### src/title_key_normalizer_assert.svh
// Assertion macros for the title key normalizer.
`ifndef TITLE_KEY_NORMALIZER_ASSERT_SVH
`define TITLE_KEY_NORMALIZER_ASSERT_SVH

// Same-cycle implication, checked outside reset.
`define TKN_ASSERT_NOW(lbl, ante, cons, msg) \
    lbl: assert property (@(posedge i_clk) disable iff (!i_rst_n) (ante) |-> (cons)) \
        else $error(msg);

// Next-cycle implication, checked outside reset.
`define TKN_ASSERT_NEXT(lbl, ante, cons, msg) \
    lbl: assert property (@(posedge i_clk) disable iff (!i_rst_n) (ante) |=> (cons)) \
        else $error(msg);

`endif

### src/tkn_pkg.sv
`default_nettype none

package tkn_pkg;

    localparam logic [7:0] SPACE_CHAR = 8'h20;
    localparam logic [7:0] CH_OPEN    = 8'h28;  // '('
    localparam logic [7:0] CH_CLOSE   = 8'h29;  // ')'
    localparam logic [7:0] CH_DASH    = 8'h2D;  // '-'
    localparam logic [7:0] CH_DOT     = 8'h2E;  // '.'
    localparam logic [7:0] CH_COLON   = 8'h3A;  // ':'
    localparam logic [7:0] CH_BANG    = 8'h21;  // '!'
    localparam logic [7:0] CH_SEMI    = 8'h3B;  // ';'
    localparam logic [7:0] CH_QUEST   = 8'h3F;  // '?'
    localparam logic [7:0] CH_LOW_A   = 8'h61;  // 'a'
    localparam logic [7:0] CH_LOW_Z   = 8'h7A;  // 'z'
    localparam logic [7:0] CASE_BIT   = 8'h20;

    // Register byte address of value_mode
    localparam logic [2:0] ADDR_VALUE_MODE = 3'd0;

    // Result queue geometry
    localparam int unsigned QDEPTH = 4;
    localparam int unsigned QAW    = $clog2(QDEPTH);

    typedef struct packed {
        logic [7:0] data;
        logic       valid;
        logic       last;
    } t_result;

    function automatic logic is_letter(input logic [7:0] c);
        logic [7:0] f;
        f = c | CASE_BIT;
        return (f >= CH_LOW_A) && (f <= CH_LOW_Z);
    endfunction

    function automatic logic is_closer(input logic [7:0] c);
        return (c == CH_CLOSE) || (c == CH_DOT) || (c == CH_COLON) ||
               (c == CH_BANG) || (c == CH_SEMI) || (c == CH_QUEST);
    endfunction

endpackage

`default_nettype wire

### src/title_key_normalizer.sv
// Title key normalizer: result words are registered in a result queue and driven from its head.
// Throughput: one input word per cycle while the result queue has two free
// slots; output limited to one word per cycle, so items that make two words
// take two output transfers (set by the single output port).
// Reset (synchronous, active low): queue empty, previous byte = space,
// no space pending, value_mode = 0.
`default_nettype none

`include "title_key_normalizer_assert.svh"

module title_key_normalizer
    import tkn_pkg::*;
(
    input  wire logic        i_clk,
    input  wire logic        i_rst_n,
    // input stream
    input  wire logic        s_axis_tvalid,
    output logic             s_axis_tready,
    input  wire logic [7:0]  s_axis_tdata,   // [7:0] char_byte
    input  wire logic        s_axis_tlast,   // end_of_string
    // output stream
    output logic             m_axis_tvalid,
    input  wire logic        m_axis_tready,
    output logic [7:0]       m_axis_tdata,   // [7:0] out_byte
    output logic             m_axis_tuser,   // [0] out_valid
    output logic             m_axis_tlast,   // out_last
    // configuration
    input  wire logic        psel,
    input  wire logic        penable,
    input  wire logic        pwrite,
    input  wire logic [2:0]  paddr,
    input  wire logic [31:0] pwdata,
    output logic [31:0]      prdata,
    output logic             pready
);

    logic             r_value_mode;
    logic [7:0]       r_prev;
    logic             r_pend;
    logic [7:0]       n_prev;
    logic             n_pend;

    t_result          r_q [QDEPTH];
    logic [QAW-1:0]   r_wr_ptr;
    logic [QAW-1:0]   r_rd_ptr;
    logic [QAW:0]     r_count;

    t_result          res0;
    t_result          res1;
    logic [1:0]       res_cnt;

    logic             in_acc;
    logic             out_acc;
    logic             cfg_wr;
    logic [7:0]       c;
    logic             ws;
    logic             paren;
    logic             letter;
    logic             extra_sp;
    logic             sp_first;
    logic [7:0]       w;

    // Configuration port
    assign pready = 1'b1;
    assign cfg_wr = psel && penable && pwrite && pready;
    assign prdata = (paddr == ADDR_VALUE_MODE) ? {31'd0, r_value_mode} : 32'd0;

    always_ff @(posedge i_clk) begin
        if (!i_rst_n) begin
            r_value_mode <= 1'b0;
        end else if (cfg_wr && paddr == ADDR_VALUE_MODE) begin
            r_value_mode <= pwdata[0];
        end
    end

    // Handshakes: take a word only when two queue slots are free
    assign s_axis_tready = (r_count <= (QAW+1)'(QDEPTH - 2));
    assign in_acc        = s_axis_tvalid && s_axis_tready;
    assign out_acc       = m_axis_tvalid && m_axis_tready;

    // Classify the incoming byte
    assign c        = s_axis_tdata;
    assign ws       = (c <= SPACE_CHAR);
    assign paren    = (c == CH_OPEN) || (c == CH_DASH);
    assign letter   = is_letter(c);
    assign extra_sp = !r_value_mode && r_prev != SPACE_CHAR &&
                      (paren || (letter && is_closer(r_prev)));
    // a pending space implies the previous byte is a space, so at most one space
    assign sp_first = r_pend || extra_sp;

    // Recase letters in key mode
    always_comb begin
        w = c;
        if (!r_value_mode && letter) begin
            if (is_closer(r_prev) || r_prev == CH_OPEN || r_prev == SPACE_CHAR) begin
                w = c & ~CASE_BIT;
            end else begin
                w = c | CASE_BIT;
            end
        end
    end

    // Build up to two result words and the next state
    always_comb begin
        n_prev  = r_prev;
        n_pend  = r_pend;
        res0    = '{data: 8'd0, valid: 1'b0, last: 1'b0};
        res1    = '{data: 8'd0, valid: 1'b0, last: 1'b0};
        res_cnt = 2'd0;
        if (ws) begin
            if (r_prev != SPACE_CHAR) begin
                n_pend = 1'b1;
                n_prev = SPACE_CHAR;
            end
        end else begin
            n_prev = w;
            n_pend = 1'b0;
            if (sp_first) begin
                res0    = '{data: SPACE_CHAR, valid: 1'b1, last: 1'b0};
                res1    = '{data: w, valid: 1'b1, last: 1'b0};
                res_cnt = 2'd2;
            end else begin
                res0    = '{data: w, valid: 1'b1, last: 1'b0};
                res_cnt = 2'd1;
            end
        end
        // end of string: drop pending space, mark the final word
        if (s_axis_tlast) begin
            n_prev = SPACE_CHAR;
            n_pend = 1'b0;
            if (res_cnt == 2'd0) begin
                res0    = '{data: 8'd0, valid: 1'b0, last: 1'b1};
                res_cnt = 2'd1;
            end else if (res_cnt == 2'd1) begin
                res0.last = 1'b1;
            end else begin
                res1.last = 1'b1;
            end
        end
    end

    // Advance string state
    always_ff @(posedge i_clk) begin
        if (!i_rst_n) begin
            r_prev <= SPACE_CHAR;
            r_pend <= 1'b0;
        end else if (in_acc) begin
            r_prev <= n_prev;
            r_pend <= n_pend;
        end
    end

    // Result queue storage
    always_ff @(posedge i_clk) begin
        if (in_acc && res_cnt != 2'd0) begin
            r_q[r_wr_ptr] <= res0;
        end
        if (in_acc && res_cnt == 2'd2) begin
            r_q[r_wr_ptr + QAW'(1)] <= res1;
        end
    end

    // Result queue pointers and fill count
    always_ff @(posedge i_clk) begin
        if (!i_rst_n) begin
            r_wr_ptr <= '0;
            r_rd_ptr <= '0;
            r_count  <= '0;
        end else begin
            if (in_acc) begin
                r_wr_ptr <= r_wr_ptr + QAW'(res_cnt);
            end
            if (out_acc) begin
                r_rd_ptr <= r_rd_ptr + QAW'(1);
            end
            r_count <= r_count + (in_acc ? (QAW+1)'(res_cnt) : '0)
                               - (out_acc ? (QAW+1)'(1) : '0);
        end
    end

    // Drive the output word from the queue head
    assign m_axis_tvalid = (r_count != '0);
    assign m_axis_tdata  = r_q[r_rd_ptr].data;
    assign m_axis_tuser  = r_q[r_rd_ptr].valid;
    assign m_axis_tlast  = r_q[r_rd_ptr].last;

    `TKN_ASSERT_NOW(a_count_bound, 1'b1, r_count <= (QAW+1)'(QDEPTH),
        "result queue overflow")
    `TKN_ASSERT_NOW(a_pend_space, r_pend, r_prev == SPACE_CHAR,
        "pending space without space as previous byte")
    `TKN_ASSERT_NEXT(a_end_resets, in_acc && s_axis_tlast,
        !r_pend && r_prev == SPACE_CHAR && r_count != '0,
        "string end did not restore state or queue a word")
    `TKN_ASSERT_NOW(a_marker_last, m_axis_tvalid && !m_axis_tuser,
        m_axis_tlast && m_axis_tdata == 8'd0, "end-only marker malformed")

endmodule

`default_nettype wire

### config.mk
export PLATFORM = sky130hd
export DESIGN_NAME = title_key_normalizer
export DESIGN_NICKNAME = d
export VERILOG_FILES = /design/src/tkn_pkg.sv /design/src/title_key_normalizer.sv
export VERILOG_INCLUDE_DIRS = /design/src /design/src/src
export SDC_FILE = /design/constraint.sdc
export NUM_CORES = 1
export LEC_CHECK = 0
export BUFFER_PORTS_ARGS = -buffer_cell sky130_fd_sc_hd__buf_2
export CAP_MARGIN = 30
export CORE_ASPECT_RATIO = 1.2
export CORE_MARGIN = 1
export CORE_UTILIZATION = 52
export CTS_CLUSTER_DIAMETER = 120
export DETAILED_ROUTE_END_ITERATION = 10
export PLACE_DENSITY_LB_ADDON = 0.1
export REMOVE_ABC_BUFFERS = 1
export SLEW_MARGIN = 20
export SYNTH_ARGS = -nofsm -noshare
export SYNTH_HDL_FRONTEND = slang
export SYNTH_SLANG_ARGS = --single-unit
### constraint.sdc
create_clock -name i_clk -period 4.51 [get_ports i_clk]
set_input_delay 0.2255 -clock i_clk [delete_from_list [all_inputs] [get_ports i_clk]]
set_output_delay 0.2255 -clock i_clk [all_outputs]
set_load 0.02 [all_outputs]
==> results of run 1 <==
## metal layers
metal | share of wire (%) | up-vias | GRT usage, % | wire length (µm)
li1 | - | 998 | - | -
met1 | 45 | 930 | 23.2 | 2560
met2 | 48 | 63 | 32.1 | 2730
met3 | 4.1 | 12 | 4.86 | 232
met4 | 2.7 | 0 | 9.98 | 151
met5 | 0 | - | 0 | 0
## cell families after synthesis
kind of cell / after synthesis / share of synthesized area, %
adders and majority gates: 5 / 2.22
other: 2 / 0.238
DFF: 59 / 50.1
xor gates and xnor gates: 6 / 1.67
muxes: 14 / 8.45
buffers and inverters: 50 / 10.1
and+or+nand+nor: 117 / 19.1
AOI/OAI and AO/OA: 33 / 8.13
## power by group through the flow
| stage | clock, µW | sequential [µW] | combinational, µW |
|---|---|---|---|
| after floorplan | 0 | 723 | 386 |
| after global placement | 0 | 740 | 499 |
| after detailed placement | 0 | 742 | 506 |
| after CTS | 593 | 731 | 508 |
| after global routing | 615 | 741 | 564 |
| final | 585 | 728 | 509 |
## cell usage in the layout (no fill, tap or decap), drive strengths merged, types with 4 or more instances in the layout
cell    count
nor2b      16
edfxtp     40
nand2b      4
conb       32
nand2      25
a21oi       5
and2       13
clkbuf      9
a31oi       6
xnor2       5
dfxtp      19
nor3        6
mux4       10
nor2       35
buf        35
a21boi      4
ha          4
a211o       4
o21ai       7
inv         5
## cell usage after synthesis (all sizes together), types with 5 or more instances
master   n
inv      5
buf     36
edfxtp  40
nor2b   16
o21ai    7
mux4    10
nand2   25
nor2    35
xnor2    5
clkbuf   9
nor3     6
dfxtp   19
a31oi    6
and2    13
a21oi    5
## final cells by class
class	instances	area share [%]
clock buffer	9	3.55
clock inverter	7	3.33
inverter	5	0.537
multi-input combinational	207	39.2
sequential	59	45.3
tap	80	2.87
timing repair buffer	35	5.23
## registers in the layout (all words and copies together) (netlist names), named ones only
register      cells
r_wr_ptr          2
r_count           3
r_pend            1
r_rd_ptr          2
r_value_mode      1
r_prev            8
r_q              40
## worst max-delay path, stage by stage
cell     delay [ns]
buf_2          0.13
or2_1          0.23
or4_1          0.54
a211o_1        0.46
o21ai_1        0.11
nor2_1         0.15
or3_1          0.40
ha_1           0.28
inv_1          0.04
ha_1           0.19
fa_1           0.38
xnor2_1        0.20
xnor2_1        0.08
and2_1         0.15
## per-stage QoR
step / hold WS [ns] / instances / total power, µW / setup slack [ns]
3_3_place_gp: 0.473 / 384 / 1240 / 0.850
5_1_grt: 0.163 / 402 / 1920 / 0.983
2_1_floorplan: 0.285 / 271 / 1110 / 1.19
4_1_cts: 0.132 / 400 / 1830 / 1.18
3_5_place_dp: 0.480 / 384 / 1250 / 0.830
6_report: 0.142 / 402 / 1820 / 1.17
## worst paths after layout
kind                     startpoint                        end  slack [ns]  cells after the start
max reg2reg  r_prev[6]$_SDFFE_PN0P_      r_count[2]$_SDFF_PN0_        1.27                     13
max                 s_axis_tdata[1]      r_count[2]$_SDFF_PN0_        1.17                     14
min reg2reg  r_prev[7]$_SDFFE_PN0P_     r_prev[7]$_SDFFE_PN0P_        0.48                      2
min                       pwdata[0]  r_value_mode$_SDFFE_PN0P_        0.14                      3
==> metrics, run 1 <==
number of synthesized flops with an enable pin 40; top cell type by total area after synthesis edfxtp_1; Cell Area, Synth 3160 µm²; Switching Share 31.4%; clock buffer depth 2; global-route wire length before repair around 9000 µm; Pleak between 0.001 and 0.0015 µW; Max Slew Vio Count 0; Starting Density 54.9%; GR Overflow Total 0; Seq. cell area 1580 µm²; routed len/inst between 10 and 15 µm; #FFs+latches synth 59; Cell Rows 30; Setup TNS 0 ns; design area 3490 µm²; Detailed Route WL 5680 µm; Chip Height 87.3 µm; Seq pwr share 39.9%; unrepaired setup endpoints after global routing no; Critical Path Start Type input port; Core Region ~5700 µm²; Avg Inst Size Synth approximately 11 µm²; vias in the first global route roughly 1.8k; status completed; post_cts resized 0; worst hold path class input port to flip-flop; fraction of registers with async set/reset 0%; Via density roughly 5.0; Root Driver clkbuf_8; Switch Pwr 571 µW; area post-placement 3240 µm²; synthesized instance count between 200 and 300; Routed Antenna Nets 0; top cell type's share of synthesized area 38.1%; number of max-cap violations 0; number of antenna diodes 0; gpl congestion 0.805; top post-synthesis cells by area edfxtp_1 38%, dfxtp_1 12%, buf_4 7.6%, mux4_2 7.1%, nor2_1 4.2%; Power Dens Cells 522 nW/µm²; fin crit period around 3.3 ns; Setup Viol. Count Final 0; Clock Skew a little under 0.006 ns; Top FF cell, synth edfxtp_1; Core Util, Final 60.8%; share of layout cells above drive strength 1 around 22%; DP HPWL 3940 µm; period utilization 74.0%; multi-input logic area 1370 µm²; Hold Violations, Final 0; Ports 96; CP endpoint kind flip-flop; fmax 300 MHz; slew at the pin closest to its max-slew limit 0.927 ns; fillers between 500 and 600; clk_lat worst skew between 0.3 and 0.4 ns; Slew headroom 38.0%; Worst EP required 4.75 ns; Die W roughly 73 µm; drt pass-1 iters 5; full die area 6390 µm²; Post-CTS Setup Inserts 0; clk sinks 59; Clk pwr share 32.1%; gr usage total 19.4%; Port-buffer cells 32; Logic pwr share 27.9%; initial DRC count 72; via count around 2.0k; area delta synth->final 10.7%; CTS tree yes; hold buffers post-CTS 0; H-tree lvl count 3; clock-pin transition on the worst setup and hold timing paths approximately 0.070 ns; Distinct cells, synth 50; pin count of the biggest net entering global routing 20; number of CTS-inserted buffers 9; Cell Int Power 1250 µW; Syn. warnings 0; initial antenna violation count 0; crit-path max FO 10; final net count 373; DRC violations left 0; post-synthesis sequential area ratio around half; Max IR drop VDD 0.278 mV; Worst EP arrival 3.57 ns; crit path kind input port to flip-flop
Power figures use the tool's default switching activity.
==> run 2: changes to the inputs <==
==> constraint.sdc (replaced) <==
create_clock -name i_clk -period 3.1 [get_ports i_clk]
set_input_delay 0.155 -clock i_clk [delete_from_list [all_inputs] [get_ports i_clk]]
set_output_delay 0.155 -clock i_clk [all_outputs]
set_load 0.02 [all_outputs]
==> metrics, run 2 (synthesized netlist as in run 1, its figures left out) <==
Detailed Route WL 5840 µm (+3.0%); Fin Hold WS 0.0656 ns (-0.0765 ns); Hold Crit Start pwdata[0]; gpl congestion 0.848 (+5.3%); Worst R2R Path Depth 13 (unchanged); period utilization a little over nine tenths; final net count 385 (+3.2%); max reg flops 40 (unchanged); Critical Path Start Type input port; Core Util, Final 61.5% (+0.68 points); crit path kind input port to flip-flop; number of CTS-inserted buffers 9 (unchanged); Reg-to-Reg End r_count[2]$_SDFF_PN0_; clk_lat worst skew 0.35 ns (about the same); clk sinks 59 (unchanged); hold buffers post-CTS 0 (unchanged); slew at the pin closest to its max-slew limit 0.972 ns (+0.0454 ns); full die area 6390 µm² (unchanged); share of layout cells above drive strength 1 24.9% (+2.5 points); register name with the most flops r_q; status completed; initial DRC count 89 (+24%); Worst EP arrival 3.17 ns (-0.40 ns); routed len/inst 14.1 µm (about the same); Hold Violations, Final 0 (unchanged); gr usage total 20.7% (+1.3 points); crit-path max FO 3 (-7); drt pass-1 iters 4 (-1); unrepaired setup endpoints after global routing no; reg2reg start r_prev[6]$_SDFFE_PN0P_; Hold EP r_value_mode$_SDFFE_PN0P_; initial antenna violation count 0 (unchanged); DRC violations left 0 (unchanged); hold depth 3 (unchanged); Largest regs r_q: 40 flops, r_prev: 8 flops, r_count: 3 flops; Max IR drop VDD 0.435 mV (+57%); pin count of the biggest net entering global routing 20 (unchanged); fin crit period ~2.9 ns; Die W 73.1 µm (unchanged); via count 2,055 (+2.6%); Pleak 0.00139 µW (+2.3%); area delta synth->final 11.9%; Power Dens Cells 706 nW/µm² (+35%); clock buffer depth 2 (unchanged); Root Driver clkbuf_8; Port-buffer cells 32 (unchanged); H-tree lvl count 3 (unchanged); number of max-cap violations 0 (unchanged); Chip Height 87.3 µm (unchanged); Ports 96 (unchanged); Cell Rows 30 (unchanged); Post-CTS Setup Inserts 0 (unchanged); fmax around 340 MHz; post_cts resized 0 (unchanged); worst hold path class input port to flip-flop; global-route wire length before repair 9340 µm (+4.9%); DP HPWL 4140 µm (+5.1%); CTS tree yes; Worst EP required 3.34 ns (-1.41 ns); Max Slew Vio Count 0 (unchanged); Core Region 5740 µm² (unchanged); commonest non-fill, non-tap cell in the layout edfxtp_1; Slew headroom 35.0% (-3.0 points); GR Overflow Total 0 (unchanged); FF-to-FF setup slack 0.21 ns (-1.06 ns); Via density 4.96 (-0.38%); Clock Skew 0.00564 ns (-0.000157 ns); number of antenna diodes 0 (unchanged); CP endpoint kind flip-flop; vias in the first global route 1,867 (+3.1%); Starting Density 54.9% (unchanged); Setup Viol. Count Final 0 (unchanged); clock-pin transition on the worst setup and hold timing paths 0.06 ns (about the same); most frequent cells in the layout 40 x edfxtp_1, 35 x nor2_1, 32 x conb_1, 32 x buf_2, 25 x nand2_1; Routed Antenna Nets 0 (unchanged)
-- run 2: cell types whose count changed in the layout (fill, tap and decap cells not counted), sizes merged --
| cell | before | now |
|---|---|---|
| clkbuf | 9 | 10 |
| clkinv | 3 | 4 |
| bufinv | 3 | 1 |
| buf | 35 | 47 |
-- run 2: per-stage QoR --
step / cell area [µm²] / total power (µW) / instances / TNS, ns / setup WS (ns)
2_1_floorplan: 2970 / 1610 / 271 / -0.146 / -0.146
3_3_place_gp: 3340 / 1830 / 398 / -0.151 / -0.151
3_5_place_dp: 3340 / 1850 / 398 / -0.191 / -0.191
4_1_cts: 3530 / 2520 / 414 / 0 / 0.176
5_1_grt: 3530 / 2640 / 414 / 0 / 0.0161
6_report: 3530 / 2490 / 414 / 0 / 0.167
-- run 2: cell type report --
type                       count  area, µm²
fill                         486       2210
sequential                    59       1580
multi-input combinational    207       1370
timing repair buffer          47        273
clock buffer                  10        128
tap                           80        100
clock inverter                 6       56.3
inverter                       5       18.8
-- run 2: power by group --
part / switching, µW / internal (µW) / leakage [µW]
combinational: 421 / 341 / 0.000772
sequential: 96.3 / 966 / 0.000520
clock: 305 / 364 / 0.0000935
total: 822 / 1670 / 0.00139
-- run 2: critical path, stage by stage --
cell      delay, ns
buf_2          0.10
or2_1          0.23
or4_1          0.46
and4bb_2       0.27
a311oi_1       0.21
nor2_1         0.10
or3_1          0.35
ha_1           0.28
inv_1          0.04
ha_1           0.18
fa_1           0.37
xnor2_1        0.20
xnor2_1        0.08
and2_1         0.15
-- run 2: worst max-delay path by stage --
| stage | from | to | slack (ns) | cells past startpoint |
|---|---|---|---|---|
| after global routing | r_prev[2]$_SDFFE_PN0P_ | r_count[2]$_SDFF_PN0_ | 0.02 | 13 |
| after floorplan | s_axis_tdata[1] | r_count[2]$_SDFF_PN0_ | -0.15 | 13 |
| after global placement | s_axis_tdata[1] | r_count[2]$_SDFF_PN0_ | -0.15 | 14 |
| after CTS | s_axis_tdata[1] | r_count[2]$_SDFF_PN0_ | 0.18 | 14 |
| after detailed placement | s_axis_tdata[1] | r_count[2]$_SDFF_PN0_ | -0.19 | 14 |
| final | s_axis_tdata[1] | r_count[2]$_SDFF_PN0_ | 0.17 | 14 |
-- run 2: metal layers --
layer	GRT usage (%)	vias up	wire (µm)
li1	-	1022	-
met2	33.9	56	2940
met5	0	-	0
met1	24.7	967	2560
met4	10.2	0	116
met3	5.90	10	222
